**config.mk**
```make
export PLATFORM = sky130hd
export DESIGN_NAME = rex_cfg
export DESIGN_NICKNAME = d
export VERILOG_FILES = /design/src/sv/rex_pkg.sv /design/src/sv/rex_cfg.sv
export SDC_FILE = /design/constraint.sdc
export NUM_CORES = 1
export LEC_CHECK = 0
export ABC_AREA = 1
export BUFFER_PORTS_ARGS = -buffer_cell sky130_fd_sc_hd__buf_2
export CORE_MARGIN = 5
export CORE_UTILIZATION = 47
export DETAILED_ROUTE_END_ITERATION = 10
export GPL_TIMING_DRIVEN = 1
export PLACE_DENSITY = 0.8
export SLEW_MARGIN = 25
export SYNTH_ARGS = -nofsm -noshare
export SYNTH_HDL_FRONTEND = slang
export SYNTH_SLANG_ARGS = --single-unit
```
**constraint.sdc**
```tcl
create_clock -name clk -period 0.9 [get_ports clk]
set_input_delay 0.045 -clock clk [delete_from_list [all_inputs] [get_ports clk]]
set_output_delay 0.045 -clock clk [all_outputs]
set_load 0.03 [all_outputs]
```
**src/sv/rex_pkg.sv**
```systemverilog
package rex_pkg;

  localparam int MAX_REPLICAS = 64;
  localparam int IDX_W        = 6;
  localparam int CNT_W        = 7;
  localparam int BETA_W       = 24;
  localparam int ENERGY_W     = 32;
  localparam int UNIFORM_BITS = 16;
  localparam int DIFF_W       = ENERGY_W + 1;
  localparam int PROD_W       = BETA_W + 1 + DIFF_W;
  localparam int DELTA_W      = PROD_W + 1;
  localparam int ACC_W        = 31;

  localparam logic [BETA_W-1:0] BETA_MAX = '1;

  localparam logic [63:0] EXP_ONE  = 64'd2147483648;
  localparam logic [63:0] EXP_STEP = 64'd2139111403;
  localparam int EXP_FINE_N   = 16;
  localparam int EXP_COARSE_N = 193;
  localparam int EXP_LAST     = 3072;

  typedef enum logic [2:0] {
    OP_INIT  = 3'd0,
    OP_LOAD  = 3'd1,
    OP_BEGIN = 3'd2,
    OP_TRIAL = 3'd3,
    OP_READ  = 3'd4
  } opcode_t;

  typedef enum logic [1:0] {
    ST_DONE   = 2'd0,
    ST_ACCEPT = 2'd1,
    ST_REJECT = 2'd2,
    ST_NOPAIR = 2'd3
  } status_t;

  typedef enum logic [4:0] {
    S_IDLE,
    S_LOAD,
    S_BEGIN,
    S_RD,
    S_RD_OUT,
    S_OTHER,
    S_INIT_TOP,
    S_INIT_RUN,
    S_TR_MAP,
    S_TR_RD,
    S_TR_DIFF,
    S_TR_MUL,
    S_TR_SUB,
    S_TR_LUT,
    S_TR_EMUL,
    S_TR_DEC,
    S_TR_W1,
    S_TR_W2,
    S_TR_ADV,
    S_REF_A,
    S_REF_B,
    S_REF_C
  } state_t;

  typedef struct packed {
    logic    latch;
    logic    load_we;
    logic    begin_sweep;
    logic    init_setup;
    logic    init_write;
    logic    map_rd;
    logic    trial_rd;
    logic    diff;
    logic    mul;
    logic    sub;
    logic    lut;
    logic    emul;
    logic    decide;
    logic    swap_w1;
    logic    swap_w2;
    logic    advance;
    logic    ref_clr;
    logic    ref_rd_a;
    logic    ref_rd_b;
    logic    ref_wr;
    logic    rd_issue;
    logic    emit;
    logic    readout;
    logic    sweep_flag;
    status_t code;
  } rex_cmd_t;

  typedef struct packed {
    logic no_pair;
    logic accept;
    logic accepted;
    logic sweep_end;
    logic init_last;
    logic ref_last;
  } rex_sts_t;

  function automatic logic [EXP_COARSE_N*32-1:0] build_coarse();
    logic [63:0] t;
    logic [EXP_COARSE_N*32-1:0] tab;
    int k;
    t = EXP_ONE;
    tab = '0;
    tab[31:0] = t[31:0];
    for (k = 1; k <= EXP_LAST; k++) begin
      t = (t * EXP_STEP + (64'd1 << 30)) >> 31;
      if ((k & 15) == 0) begin
        tab[(k >> 4)*32 +: 32] = t[31:0];
      end
    end
    return tab;
  endfunction

  function automatic logic [EXP_FINE_N*32-1:0] build_fine();
    logic [63:0] t;
    logic [EXP_FINE_N*32-1:0] tab;
    int k;
    t = EXP_ONE;
    tab = '0;
    tab[31:0] = t[31:0];
    for (k = 1; k < EXP_FINE_N; k++) begin
      t = (t * EXP_STEP + (64'd1 << 30)) >> 31;
      tab[k*32 +: 32] = t[31:0];
    end
    return tab;
  endfunction

  localparam logic [EXP_COARSE_N*32-1:0] EXP_COARSE_TAB = build_coarse();
  localparam logic [EXP_FINE_N*32-1:0]   EXP_FINE_TAB   = build_fine();

  function automatic logic [31:0] exp_coarse(input logic [7:0] idx);
    logic [31:0] v;
    v = '0;
    if (int'(idx) < EXP_COARSE_N) begin
      v = EXP_COARSE_TAB[idx*32 +: 32];
    end
    return v;
  endfunction

  function automatic logic [31:0] exp_fine(input logic [3:0] idx);
    return EXP_FINE_TAB[idx*32 +: 32];
  endfunction

endpackage

```
**src/sv/rex_cfg.sv**
```systemverilog
module rex_cfg
  import rex_pkg::*;
(
  input  logic                clk,
  input  logic                rst_n,
  input  logic                psel,
  input  logic                penable,
  input  logic                pwrite,
  input  logic [3:0]          paddr,
  input  logic [31:0]         pwdata,
  output logic [31:0]         prdata,
  output logic                pready,
  output logic [CNT_W-1:0]    n_eff,
  output logic [BETA_W-1:0]   beta_low,
  output logic [BETA_W-1:0]   beta_step
);

  localparam logic [1:0] REG_NUM  = 2'd0;
  localparam logic [1:0] REG_LOW  = 2'd1;
  localparam logic [1:0] REG_STEP = 2'd2;

  logic [CNT_W-1:0]  num_r;
  logic [BETA_W-1:0] low_r;
  logic [BETA_W-1:0] step_r;
  logic              wr;

  assign pready = 1'b1;
  assign wr = psel && penable && pwrite;

  always_ff @(posedge clk) begin
    if (!rst_n) begin
      num_r  <= CNT_W'(64);
      low_r  <= BETA_W'(1048576);
      step_r <= BETA_W'(16384);
    end else if (wr) begin
      unique case (paddr[3:2])
        REG_NUM:  num_r  <= pwdata[CNT_W-1:0];
        REG_LOW:  low_r  <= pwdata[BETA_W-1:0];
        REG_STEP: step_r <= pwdata[BETA_W-1:0];
        default: ;
      endcase
    end
  end

  always_comb begin
    unique case (paddr[3:2])
      REG_NUM:  prdata = 32'(num_r);
      REG_LOW:  prdata = 32'(low_r);
      REG_STEP: prdata = 32'(step_r);
      default:  prdata = '0;
    endcase
  end

  always_comb begin
    if (num_r < CNT_W'(2)) begin
      n_eff = CNT_W'(2);
    end else if (num_r > CNT_W'(MAX_REPLICAS)) begin
      n_eff = CNT_W'(MAX_REPLICAS);
    end else begin
      n_eff = num_r;
    end
  end

  assign beta_low  = low_r;
  assign beta_step = step_r;

endmodule

```
==> impl_metrics.ini <==
[clock_network]
cts_max_level = 2
clock_latency_ns = 0.30
cts_max_path_buffers = 2
cts.sinks = 55
path_clk_slew_ns = 0.09
cts_tree = yes
cts-buffers-inserted = 5
root_buffer = clkbuf_8

[pwr]
peakVddDrop_mv = 0.730
pwr_density_cell_nw_per_um2 = 1120
combPwrFrac_pct = 21.1
p_sw_mw = 1.44
pwr-share-seq_pct = 52.0
power_leakage_nw = 2.13
internal-power_mw = 3.44
pwr-share-clk_pct = 27.0
power_mw = 4.89
sw_frac_of_total_pct = 29.5

[synth]
syn_area_um2 = 2790
ys_types = 19
seq_area_frac_synth_pct = 39.4
syn-instance-count = 440
synth-seq-cells = 55
avgSynthCellArea_um2 = 6.34
ys_warn_count = 0

[cells_and_area]
fill_cells = 443
final_cells = 640
mostFrequentLayoutCell = nand2_1
diodes = 0
fin_util_pct = 74.3
drive_gt1_share_pct = 44.6
fin_area_um2 = 4350
fin_nets = 605
mostFrequentLayoutCells = nand2_1 (107), nor2_1 (105), nand3_1 (55)
syn_to_final_growth_pct = 55.8

[placement]
place_worst_setup_slack_ns = -0.141
dp_hpwl_mm = 5.66
numPortBuffers = 109
gp_congestion = 0.911
dp_cells = 619
place_area_um2 = 3510

[drt]
first_pass_iters = 4
ant_nets = 0
drt_first_iter_violations = 171
drc = 0
vias_per_cell = 4.97
vias = 3178
wirelength_mm = 8.78
post_drt_wl_per_cell_um = 13.7

[grt]
overflow = 0
grt_max_degree = 56
met2_usage_pct = 38.6
antenna_found_initial = 0
grt_pass1_vias = 2929
grtUsageMet3_pct = 4.26
met1_usage_pct = 27.9
grt_usage_pct = 22.5
busiest_layer = met2
grt_pass1_wl_mm = 13.7

[sta]
finClkSkew_ns = 0
min_period_ns = 1.31
setup-violations-final = 35
finalCritPeriodShare_pct = 146
hold_violations = 0
rsz0062_at_grt = true
slew_violations = 0
layout_setup_ws_ns = -0.414
fmax_ghz = 0.761

[job]
drv_cap = 0

[worst_setup_path]
r2r_start = num_r[2]
crit_buf_inv = 1
crit_path_start_kind = flip-flop
crit_required_ns = 0.85
startpoint = num_r[2]
rr_endpoint = num_r[2]
arrival_ns = 1.27
reg2regPathDepth = 3
cp-end-kind = output port
endpoint = n_eff[5]
crit_path_cell_trace = nor2_4 -> nand3_4 -> a21oi_4 -> buf_6
cp_max_fo = 3
worstSetupPathDepth = 4
cpPeakStageDelay_ns = 0.35
slowest_stage = dfxtp_2
r2r_slack_ns = 0.13
critical-path-top-delay-family = flip-flops
worst-setup-path-type = reg2out

[status]
violations = negative setup slack
status = finished with violations

[floorplanning]
core_area_um2 = 5850
start_util_pct = 47.7
die_w_um = 87.1
die_area_um2 = 7580
ios = 129
rows = 28
fp.dieH_um = 87.1

[min_path]
min-delay-path-class = in2reg
==> state kept, by name, summed over array words and instances, names as in the netlist <==
signal	count
beta_step	24
beta_low	24
num_r	7
==> metrics by stage <==
step	setup TNS [ns]	hold slack (ns)
after floorplan	-0.530	0.171
after global placement	-4.02	0.289
after detailed placement	-5.87	0.279
after CTS	-4.93	0.0549
after global routing	-6.80	0.0788
final	-5.14	0.0607
==> synthesized netlist by cell type (all sizes together) <==
cell    count  area, µm²
nand2     128        480
nor2      115        457
nand3      62        315
dfxtp      55       1100
buf        33        235
inv        32        120
o211ai      4       30.0
o21ai       4       20.0
a21oi       2       10.0
clkbuf      2       7.51
conb        2       7.51
a21boi      1       7.51
==> cell families after synthesis <==
logic type             synth area share [%]
and+or+nand+nor                        44.9
buffers and inverters                  13.0
AOI/OAI and AO/OA                      2.42
other                                 0.269
DFF                                    39.4
==> power by group through the flow <==
stage | logic (mW) | clock network (mW) | registers [mW]
floorplan | 0.505 | 0 | 2.67
finish | 1.03 | 1.32 | 2.54
detailed placement | 0.851 | 0 | 2.58
global placement | 0.837 | 0 | 2.58
global route | 1.11 | 1.47 | 2.55
CTS | 0.939 | 1.35 | 2.53
==> tightest hold or removal path, cell delays in order <==
cell	delay [ns]
buf_2	0.08
inv_1	0.04
nand3_1	0.07
nand2_1	0.04
nor2_1	0.06
==> what timing repair did <==
item                                    CTS  global route
endpoints found under the hold margin     3             0
gates resized for setup                 152            89
buffers inserted                          1             8
hold buffers                              3             0
gates cloned                              0             1
pin swaps                                15            30
endpoints found under the setup margin   79            61
==> layer usage <==
metal,wire length [µm],vias to the layer above,part of all wire (%)
met5,0,-,0
met4,184,0,2.1
met3,675,24,7.7
met2,4520,132,51
met1,3410,1446,39
li1,-,1576,-
==> how the worst min path moves through the flow <==
stage / from / to / slack [ns] / cells after the start
2_1_floorplan: pwdata[6] / num_r[6] / 0.17 / 2
3_3_place_gp: pwdata[14] / beta_step[14] / 0.29 / 3
3_5_place_dp: pwdata[14] / beta_step[14] / 0.28 / 3
4_1_cts: pwdata[16] / beta_low[16] / 0.05 / 5
5_1_grt: pwdata[21] / beta_step[21] / 0.08 / 5
6_report: pwdata[16] / beta_step[16] / 0.06 / 5
==> final cells by class <==
cell class                 count  area [µm²]  share of cell area (%)
clock inverter                 1        5.00                   0.115
sequential                    55        1180                    27.1
tap                           75        93.8                    2.16
inverter                      32         120                    2.76
multi-input combinational    325        1510                    34.6
timing repair buffer         145        1370                    31.5
clock buffer                   7        76.3                    1.75
Power figures use the tool's default switching activity.
