===== src/sv/rex_pkg.sv =====
package rex_pkg;

  localparam int MAX_REPLICAS = 64;
  localparam int IDX_W        = 6;
  localparam int CNT_W        = 7;
  localparam int BETA_W       = 24;
  localparam int ENERGY_W     = 32;
  localparam int UNIFORM_BITS = 16;
  localparam int DIFF_W       = ENERGY_W + 1;
  localparam int PROD_W       = BETA_W + 1 + DIFF_W;
  localparam int DELTA_W      = PROD_W + 1;
  localparam int ACC_W        = 31;

  localparam logic [BETA_W-1:0] BETA_MAX = '1;

  localparam logic [63:0] EXP_ONE  = 64'd2147483648;
  localparam logic [63:0] EXP_STEP = 64'd2139111403;
  localparam int EXP_FINE_N   = 16;
  localparam int EXP_COARSE_N = 193;
  localparam int EXP_LAST     = 3072;

  typedef enum logic [2:0] {
    OP_INIT  = 3'd0,
    OP_LOAD  = 3'd1,
    OP_BEGIN = 3'd2,
    OP_TRIAL = 3'd3,
    OP_READ  = 3'd4
  } opcode_t;

  typedef enum logic [1:0] {
    ST_DONE   = 2'd0,
    ST_ACCEPT = 2'd1,
    ST_REJECT = 2'd2,
    ST_NOPAIR = 2'd3
  } status_t;

  typedef enum logic [4:0] {
    S_IDLE,
    S_LOAD,
    S_BEGIN,
    S_RD,
    S_RD_OUT,
    S_OTHER,
    S_INIT_TOP,
    S_INIT_RUN,
    S_TR_MAP,
    S_TR_RD,
    S_TR_DIFF,
    S_TR_MUL,
    S_TR_SUB,
    S_TR_LUT,
    S_TR_EMUL,
    S_TR_DEC,
    S_TR_W1,
    S_TR_W2,
    S_TR_ADV,
    S_REF_A,
    S_REF_B,
    S_REF_C
  } state_t;

  typedef struct packed {
    logic    latch;
    logic    load_we;
    logic    begin_sweep;
    logic    init_setup;
    logic    init_write;
    logic    map_rd;
    logic    trial_rd;
    logic    diff;
    logic    mul;
    logic    sub;
    logic    lut;
    logic    emul;
    logic    decide;
    logic    swap_w1;
    logic    swap_w2;
    logic    advance;
    logic    ref_clr;
    logic    ref_rd_a;
    logic    ref_rd_b;
    logic    ref_wr;
    logic    rd_issue;
    logic    emit;
    logic    readout;
    logic    sweep_flag;
    status_t code;
  } rex_cmd_t;

  typedef struct packed {
    logic no_pair;
    logic accept;
    logic accepted;
    logic sweep_end;
    logic init_last;
    logic ref_last;
  } rex_sts_t;

  function automatic logic [EXP_COARSE_N*32-1:0] build_coarse();
    logic [63:0] t;
    logic [EXP_COARSE_N*32-1:0] tab;
    int k;
    t = EXP_ONE;
    tab = '0;
    tab[31:0] = t[31:0];
    for (k = 1; k <= EXP_LAST; k++) begin
      t = (t * EXP_STEP + (64'd1 << 30)) >> 31;
      if ((k & 15) == 0) begin
        tab[(k >> 4)*32 +: 32] = t[31:0];
      end
    end
    return tab;
  endfunction

  function automatic logic [EXP_FINE_N*32-1:0] build_fine();
    logic [63:0] t;
    logic [EXP_FINE_N*32-1:0] tab;
    int k;
    t = EXP_ONE;
    tab = '0;
    tab[31:0] = t[31:0];
    for (k = 1; k < EXP_FINE_N; k++) begin
      t = (t * EXP_STEP + (64'd1 << 30)) >> 31;
      tab[k*32 +: 32] = t[31:0];
    end
    return tab;
  endfunction

  localparam logic [EXP_COARSE_N*32-1:0] EXP_COARSE_TAB = build_coarse();
  localparam logic [EXP_FINE_N*32-1:0]   EXP_FINE_TAB   = build_fine();

  function automatic logic [31:0] exp_coarse(input logic [7:0] idx);
    logic [31:0] v;
    v = '0;
    if (int'(idx) < EXP_COARSE_N) begin
      v = EXP_COARSE_TAB[idx*32 +: 32];
    end
    return v;
  endfunction

  function automatic logic [31:0] exp_fine(input logic [3:0] idx);
    return EXP_FINE_TAB[idx*32 +: 32];
  endfunction

endpackage


===== src/sv/rex_ctrl.sv =====
module rex_ctrl
  import rex_pkg::*;
(
  input  logic       clk,
  input  logic       rst_n,
  input  logic       start,
  input  logic [2:0] in_opcode,
  input  rex_sts_t   sts,
  output rex_cmd_t   cmd,
  output logic       busy
);

  state_t state_r;
  state_t state_nxt;
  status_t trial_code;

  always_ff @(posedge clk) begin
    if (!rst_n) begin
      state_r <= S_IDLE;
    end else begin
      state_r <= state_nxt;
    end
  end

  assign busy = (state_r != S_IDLE);
  assign trial_code = sts.accepted ? ST_ACCEPT : ST_REJECT;

  always_comb begin
    cmd = '0;
    cmd.code = ST_DONE;
    state_nxt = state_r;
    unique case (state_r)
      S_IDLE: begin
        if (start) begin
          cmd.latch = 1'b1;
          unique case (opcode_t'(in_opcode))
            OP_INIT:  state_nxt = S_INIT_TOP;
            OP_LOAD:  state_nxt = S_LOAD;
            OP_BEGIN: state_nxt = S_BEGIN;
            OP_TRIAL: state_nxt = S_TR_MAP;
            OP_READ:  state_nxt = S_RD;
            default:  state_nxt = S_OTHER;
          endcase
        end
      end
      S_LOAD: begin
        cmd.load_we = 1'b1;
        cmd.emit = 1'b1;
        state_nxt = S_IDLE;
      end
      S_BEGIN: begin
        cmd.begin_sweep = 1'b1;
        cmd.emit = 1'b1;
        state_nxt = S_IDLE;
      end
      S_OTHER: begin
        cmd.emit = 1'b1;
        state_nxt = S_IDLE;
      end
      S_RD: begin
        cmd.rd_issue = 1'b1;
        state_nxt = S_RD_OUT;
      end
      S_RD_OUT: begin
        cmd.emit = 1'b1;
        cmd.readout = 1'b1;
        state_nxt = S_IDLE;
      end
      S_INIT_TOP: begin
        cmd.init_setup = 1'b1;
        state_nxt = S_INIT_RUN;
      end
      S_INIT_RUN: begin
        cmd.init_write = 1'b1;
        if (sts.init_last) begin
          cmd.emit = 1'b1;
          state_nxt = S_IDLE;
        end
      end
      S_TR_MAP: begin
        if (sts.no_pair) begin
          cmd.emit = 1'b1;
          cmd.code = ST_NOPAIR;
          state_nxt = S_IDLE;
        end else begin
          cmd.map_rd = 1'b1;
          state_nxt = S_TR_RD;
        end
      end
      S_TR_RD: begin
        cmd.trial_rd = 1'b1;
        state_nxt = S_TR_DIFF;
      end
      S_TR_DIFF: begin
        cmd.diff = 1'b1;
        state_nxt = S_TR_MUL;
      end
      S_TR_MUL: begin
        cmd.mul = 1'b1;
        state_nxt = S_TR_SUB;
      end
      S_TR_SUB: begin
        cmd.sub = 1'b1;
        state_nxt = S_TR_LUT;
      end
      S_TR_LUT: begin
        cmd.lut = 1'b1;
        state_nxt = S_TR_EMUL;
      end
      S_TR_EMUL: begin
        cmd.emul = 1'b1;
        state_nxt = S_TR_DEC;
      end
      S_TR_DEC: begin
        cmd.decide = 1'b1;
        state_nxt = sts.accept ? S_TR_W1 : S_TR_ADV;
      end
      S_TR_W1: begin
        cmd.swap_w1 = 1'b1;
        state_nxt = S_TR_W2;
      end
      S_TR_W2: begin
        cmd.swap_w2 = 1'b1;
        state_nxt = S_TR_ADV;
      end
      S_TR_ADV: begin
        cmd.advance = 1'b1;
        if (sts.sweep_end) begin
          cmd.ref_clr = 1'b1;
          state_nxt = S_REF_A;
        end else begin
          cmd.emit = 1'b1;
          cmd.code = trial_code;
          state_nxt = S_IDLE;
        end
      end
      S_REF_A: begin
        cmd.ref_rd_a = 1'b1;
        state_nxt = S_REF_B;
      end
      S_REF_B: begin
        cmd.ref_rd_b = 1'b1;
        state_nxt = S_REF_C;
      end
      S_REF_C: begin
        cmd.ref_wr = 1'b1;
        if (sts.ref_last) begin
          cmd.emit = 1'b1;
          cmd.code = trial_code;
          cmd.sweep_flag = 1'b1;
          state_nxt = S_IDLE;
        end else begin
          state_nxt = S_REF_A;
        end
      end
      default: state_nxt = S_IDLE;
    endcase
  end

endmodule


===== config.mk =====
export PLATFORM = sky130hd
export DESIGN_NAME = rex_ctrl
export DESIGN_NICKNAME = d
export VERILOG_FILES = /design/src/sv/rex_pkg.sv /design/src/sv/rex_ctrl.sv
export SDC_FILE = /design/constraint.sdc
export NUM_CORES = 1
export LEC_CHECK = 0
export ABC_AREA = 0
export BUFFER_PORTS_ARGS = -buffer_cell sky130_fd_sc_hd__buf_2
export CAP_MARGIN = 0
export CORE_UTILIZATION = 47
export CTS_BUF_LIST = sky130_fd_sc_hd__clkbuf_16
export DETAILED_ROUTE_END_ITERATION = 10
export GPL_ROUTABILITY_DRIVEN = 0
export PLACE_DENSITY_LB_ADDON = 0.12
export SETUP_SLACK_MARGIN = 0.2
export SLEW_MARGIN = 20
export SYNTH_ARGS = -nofsm -noshare
export SYNTH_HDL_FRONTEND = slang
export SYNTH_SLANG_ARGS = --single-unit

===== constraint.sdc =====
create_clock -name clk -period 4.26 [get_ports clk]
set_input_delay 0.213 -clock clk [delete_from_list [all_inputs] [get_ports clk]]
set_output_delay 0.213 -clock clk [all_outputs]
set_load 0.05 [all_outputs]

==> results of run 1 <==
-- worst min-delay path, cell delays in order --
cell and delay, ns:
buf_2 0.09, nand3b_1 0.12, o31ai_1 0.10
-- power by group --
part | internal, W | switching (W)
Combinational | 0.0000262 | 0.0000587
Clock | 0.000122 | 0.0000337
Sequential | 0.0000496 | 0.0000110
Total | 0.000198 | 0.000103
-- cell usage after synthesis, types with 2 or more instances --
| master | number | area share (%) |
|---|---|---|
| a211oi_1 | 2 | 2.1 |
| a21oi_1 | 8 | 5.6 |
| and2_1 | 2 | 1.8 |
| and3_1 | 2 | 1.8 |
| buf_2 | 5 | 3.5 |
| buf_6 | 2 | 3.2 |
| dfxtp_1 | 5 | 14 |
| inv_1 | 5 | 2.6 |
| nand2_1 | 12 | 6.3 |
| nand3_1 | 2 | 1.4 |
| nor2_1 | 24 | 13 |
| nor2b_1 | 3 | 2.6 |
| nor3_1 | 6 | 4.2 |
| o21ai_0 | 5 | 3.5 |
| o21ai_1 | 2 | 1.4 |
| o311a_1 | 2 | 2.8 |
| o31ai_1 | 3 | 3.2 |
| or3_1 | 2 | 1.8 |
-- kinds of logic after synthesis --
kind of cell / share of synthesized area (%)
AO/OA/AOI/OAI: 29.6
AND/OR/NAND/NOR: 44.0
flip-flops: 14.0
XOR/XNOR: 1.23
multiplexers: 1.40
buffers and inverters: 9.81
-- layer usage --
metal	track usage (%)	vias up	routed length, um
met5	0	-	0
met4	15.0	0	32
met3	7.07	4	187
met2	40.2	54	957
met1	37.5	400	954
li1	-	465	-
-- through the flow --
step           worst slack [ns]  std cells  hold slack [ns]
3_5_place_dp               2.24        157            0.564
4_1_cts                    2.00        161            0.322
3_3_place_gp               2.24        157            0.557
6_report                   1.99        161            0.333
2_1_floorplan              1.65        112            0.397
5_1_grt                    1.81        161            0.356
-- layout make-up --
| type | count | area (um^2) |
|---|---|---|
| multi-input cells | 94 | 544 |
| well taps | 15 | 18.8 |
| fillers | 123 | 399 |
| repair buffers | 38 | 190 |
| flip-flops and latches | 5 | 100 |
| inverters | 5 | 18.8 |
| clock buffers | 3 | 75.1 |
| clock inverters | 1 | 3.75 |
-- worst max-delay path by stage --
| stage | slack, ns | depth (start not counted) | to | start |
|---|---|---|---|---|
| after global routing | 1.81 | 6 | cmd[0] | state_r[3] |
| after detailed placement | 2.24 | 5 | cmd[4] | state_r[4] |
| after CTS | 2.00 | 5 | cmd[4] | state_r[4] |
| final | 1.99 | 5 | cmd[0] | state_r[4] |
| after floorplan | 1.65 | 6 | cmd[0] | state_r[4] |
| after global placement | 2.24 | 5 | cmd[4] | state_r[4] |
==> flow_summary.toml, run 1 <==
[logic_synthesis]
syn_area_um2 = 714
ys_seq_area_share_pct = 14.0
synth_edf_count = 0
ys.flop_type = "dfxtp_1"
syn-instance-count = 112
ys_ff_latch = 5
syn_avg_cell_area_um2 = 6.38
synthesis.nets = 124
ys_types = 38
synth_warnings = 0
ys_async_sr_fraction_pct = 0

[sta]
finalSetupViolCount = 0
drv_slew = 0
hold_viol = 0
fmax_ghz = 0.441
rsz0062_at_grt = "false"
finalClockSkew_ns = 0.00337
final.period_utilization_pct = 53.2
max_slew_margin_pct = 59.9
finalWorstPathRequiredPeriod_ns = 2.27
tns_ns = 0
worstMarginPinSlew_ns = 0.600

[place]
place_area_um2 = 872
port_buffers = 38
dp_hpwl_um = 1540

[clock_network]
cts-root-buf = "clkbuf_16"
cts_buffers = 3
cts_sinks = 5
ctsHoldBuffers = 0
clk_latency_ns = 0.23
cts_buffer_depth = 2
cts_resized = 0
cts_tree = "built"
cts_setup_buffers = 0
h-tree-depth = 1
clkTransAtPathRegs_ns = 0.04

[power]
p_leak_nw = 0.489
finalPower_w = 0.000301
powerDensity_nw_per_um2 = 317
ir_worst_vdd_uv = 315

[cells_and_area]
fin_nets = 159
final_common_cell = "buf_2"
largest_register = "state_r"
final_area_um2 = 951
area_growth_pct = 33.1
largest_registers = "state_r (5)"
drive_gt1_share_pct = 32.2
final_cell_mix = "38 x buf_2, 24 x nor2_1, 12 x nand2_1, 8 x a21oi_1"
largest_reg_flops = 5
fin_util_pct = 70.4
diodes = 0

[critical_path]
worst_setup_path_end_kind = "output port"
crit_family = "simple AND/OR/NAND/NOR gates"
worstPathMaxFanout = 14
slowest_stage = "dfxtp_1"
max_stage_delay_ns = 0.59
worstSetupStartpointType = "flop"
r2r_start = "state_r[0]"
r2r_slack_ns = 2.30
r2r_end = "state_r[3]"
crit_buf_inv = 1
cp.required_ns = 4.05
cp_data_arrival_time_ns = 2.05
crit_chain = "or3b_1 > nor3_1 > nor3_2 > nor2_1 > buf_2"
r2r_cells = 4
worstSetupPathType = "reg -> out"

[min_path]
hold_depth = 3
whs_endpoint = "state_r[2]"
hp-start = "rst_n"
hold_class = "in -> reg"

[die]
fp-row-count = 13
die_h_um = 41.0
die_w_um = 41.0
start_util_pct = 52.9
core-area_um2 = 1350
dieArea_um2 = 1680
io_pins = 39

[routing]
vias = 923
wire_per_inst_um = 13.2
drt-pass1-iter-count = 5
postRouteAntennaNets = 0
drt_drc_violations_left = 0
drtIter0Drc = 25
routed_wl_um = 2130
via_per_inst = 5.73

[grt]
grt_max_degree = 20
grt_pass1_vias = 673
grt_usage_pct = 27.9
grt-ovfl-total = 0
grt_pass1_wl_um = 3080
grt_antenna_before_repair = 0

[flow_run]
cap_viol_max_count = 0

[run_status]
outcome = "finished clean"
No activity file was read; power rests on OpenSTA's default activity.
==> inputs of run 2 (changes only) <==
--- a/config.mk
+++ b/config.mk
@@ -8,7 +8,7 @@
 export ABC_AREA = 0
 export BUFFER_PORTS_ARGS = -buffer_cell sky130_fd_sc_hd__buf_2
 export CAP_MARGIN = 0
-export CORE_UTILIZATION = 47
+export CORE_UTILIZATION = 44
 export CTS_BUF_LIST = sky130_fd_sc_hd__clkbuf_16
 export DETAILED_ROUTE_END_ITERATION = 10
 export GPL_ROUTABILITY_DRIVEN = 0
==> constraint.sdc (replaced) <==
create_clock -name clk -period 2.25 [get_ports clk]
set_input_delay 0.1125 -clock clk [delete_from_list [all_inputs] [get_ports clk]]
set_output_delay 0.1125 -clock clk [all_outputs]
set_load 0.05 [all_outputs]
==> flow_summary.toml, run 2 (synthesized netlist as in run 1, its figures left out) <==
[critical_path]
worstSetupPathType = "reg -> out"
worstPathMaxFanout = 12
cp_data_arrival_time_ns = 1.81
cp.required_ns = 2.14
worst_setup_path_end_kind = "output port"
worstSetupStartpointType = "flop"

[sta]
finalSetupViolCount = 0
rsz0062_at_grt = "false"
fin_ws_ns = 0.330
finalWorstPathRequiredPeriod_ns = 1.92
finalClockSkew_ns = 0.00351
tns_ns = 0
drv_slew = 0
worstMarginPinSlew_ns = 0.509
max_slew_margin_pct = 66.1
fmax_ghz = 0.521
final.period_utilization_pct = 85.3
hold_viol = 0

[grt]
grt_pass1_vias = 806
grt_pass1_wl_um = 3550
grt_antenna_before_repair = 0
grt_usage_pct = 25.3
grt-ovfl-total = 0
grt_max_degree = 19

[clock_network]
clkTransAtPathRegs_ns = 0.04
cts-root-buf = "clkbuf_16"
cts_sinks = 5
ctsHoldBuffers = 0
cts_buffers = 3
clk_latency_ns = 0.23
cts_setup_buffers = 0
h-tree-depth = 1
cts_tree = "built"
cts_buffer_depth = 2

[cells_and_area]
fin_nets = 165
diodes = 0
drive_gt1_share_pct = 42.1
area_growth_pct = 45.5
largest_register = "state_r"
largest_reg_flops = 5
fin_util_pct = 69.0
final_common_cell = "buf_2"
largest_registers = "state_r (5)"
stdcell_count = 168
final_cell_mix = "38 x buf_2, 22 x nor2_1, 12 x nand2_1, 8 x a21oi_1"

[die]
fp-row-count = 14
die_h_um = 42.3
io_pins = 39
die_w_um = 42.3
start_util_pct = 47.4
dieArea_um2 = 1790
core-area_um2 = 1510

[place]
dp_hpwl_um = 1610
port_buffers = 38
dp_slack_ns = 0.279
dp_cells = 164

[flow_run]
cap_viol_max_count = 0

[routing]
postRouteAntennaNets = 0
drt-pass1-iter-count = 4
vias = 1000
drt_drc_violations_left = 0
drtIter0Drc = 32
wire_per_inst_um = 13.0
via_per_inst = 5.95
routed_wl_um = 2180

[power]
p_leak_nw = 0.533
powerDensity_nw_per_um2 = 552
ir_worst_vdd_uv = 518

[run_status]
outcome = "finished clean"

[min_path]
hold_class = "in -> reg"
[run 2: cell types whose count changed in the layout (fill, tap and decap cells not counted), sizes merged]
cell  change
buf       +6
[run 2: what timing repair did]
action,4_1_cts,5_1_grt
resized for setup,2,6
hold endpoints to repair,0,0
setup endpoints to repair,4,3
[run 2: through the flow]
step | power (W) | hold WS, ns | cell area (um^2)
finish | 0.000574 | 0.241 | 1040
global route | 0.000599 | 0.239 | 1040
CTS | 0.000571 | 0.238 | 1020
detailed placement | 0.000281 | 0.465 | 936
global placement | 0.000280 | 0.458 | 936
floorplan | 0.000239 | 0.296 | 732
[run 2: final cells by class]
| type | instances | area, um^2 |
|---|---|---|
| clock buffers | 3 | 75.1 |
| clock inverters | 1 | 3.75 |
| fillers | 130 | 467 |
| inverters | 5 | 18.8 |
| multi-input cells | 94 | 581 |
| flip-flops and latches | 5 | 106 |
| well taps | 16 | 20.0 |
| repair buffers | 44 | 235 |
[run 2: path summary, 6_finish.rpt]
path / start / to / slack [ns] / cells after the start
worst min register to register: state_r[4] / state_r[3] / 0.66 / 2
worst max-delay path: state_r[0] / cmd[4] / 0.33 / 7
worst max register to register: state_r[2] / state_r[2] / 0.62 / 5
worst min-delay path: in_opcode[1] / state_r[3] / 0.24 / 3
[run 2: where the power goes]
| group | switching (W) | internal, W | leakage, nW |
|---|---|---|---|
| Combinational | 0.000116 | 0.0000558 | 0.449 |
| Sequential | 0.0000181 | 0.0000944 | 0.0422 |
| Clock | 0.0000589 | 0.000230 | 0.0423 |
| Total | 0.000193 | 0.000380 | 0.533 |
[run 2: per-layer routing]
layer | global-route usage, % | up-vias | wire [um]
met5 | 0 | - | 0
met4 | 13.1 | 0 | 32
met3 | 4.74 | 6 | 175
met2 | 40.9 | 61 | 994
met1 | 31.5 | 453 | 974
li1 | - | 480 | -
[run 2: critical path, cell delays in order, from the launching register on]
cell and delay (ns):
dfxtp_2 0.38, nor2b_1 0.15, nand3_1 0.17, inv_1 0.07
and2_2 0.22, nor3_4 0.26, o31ai_1 0.10, buf_2 0.22
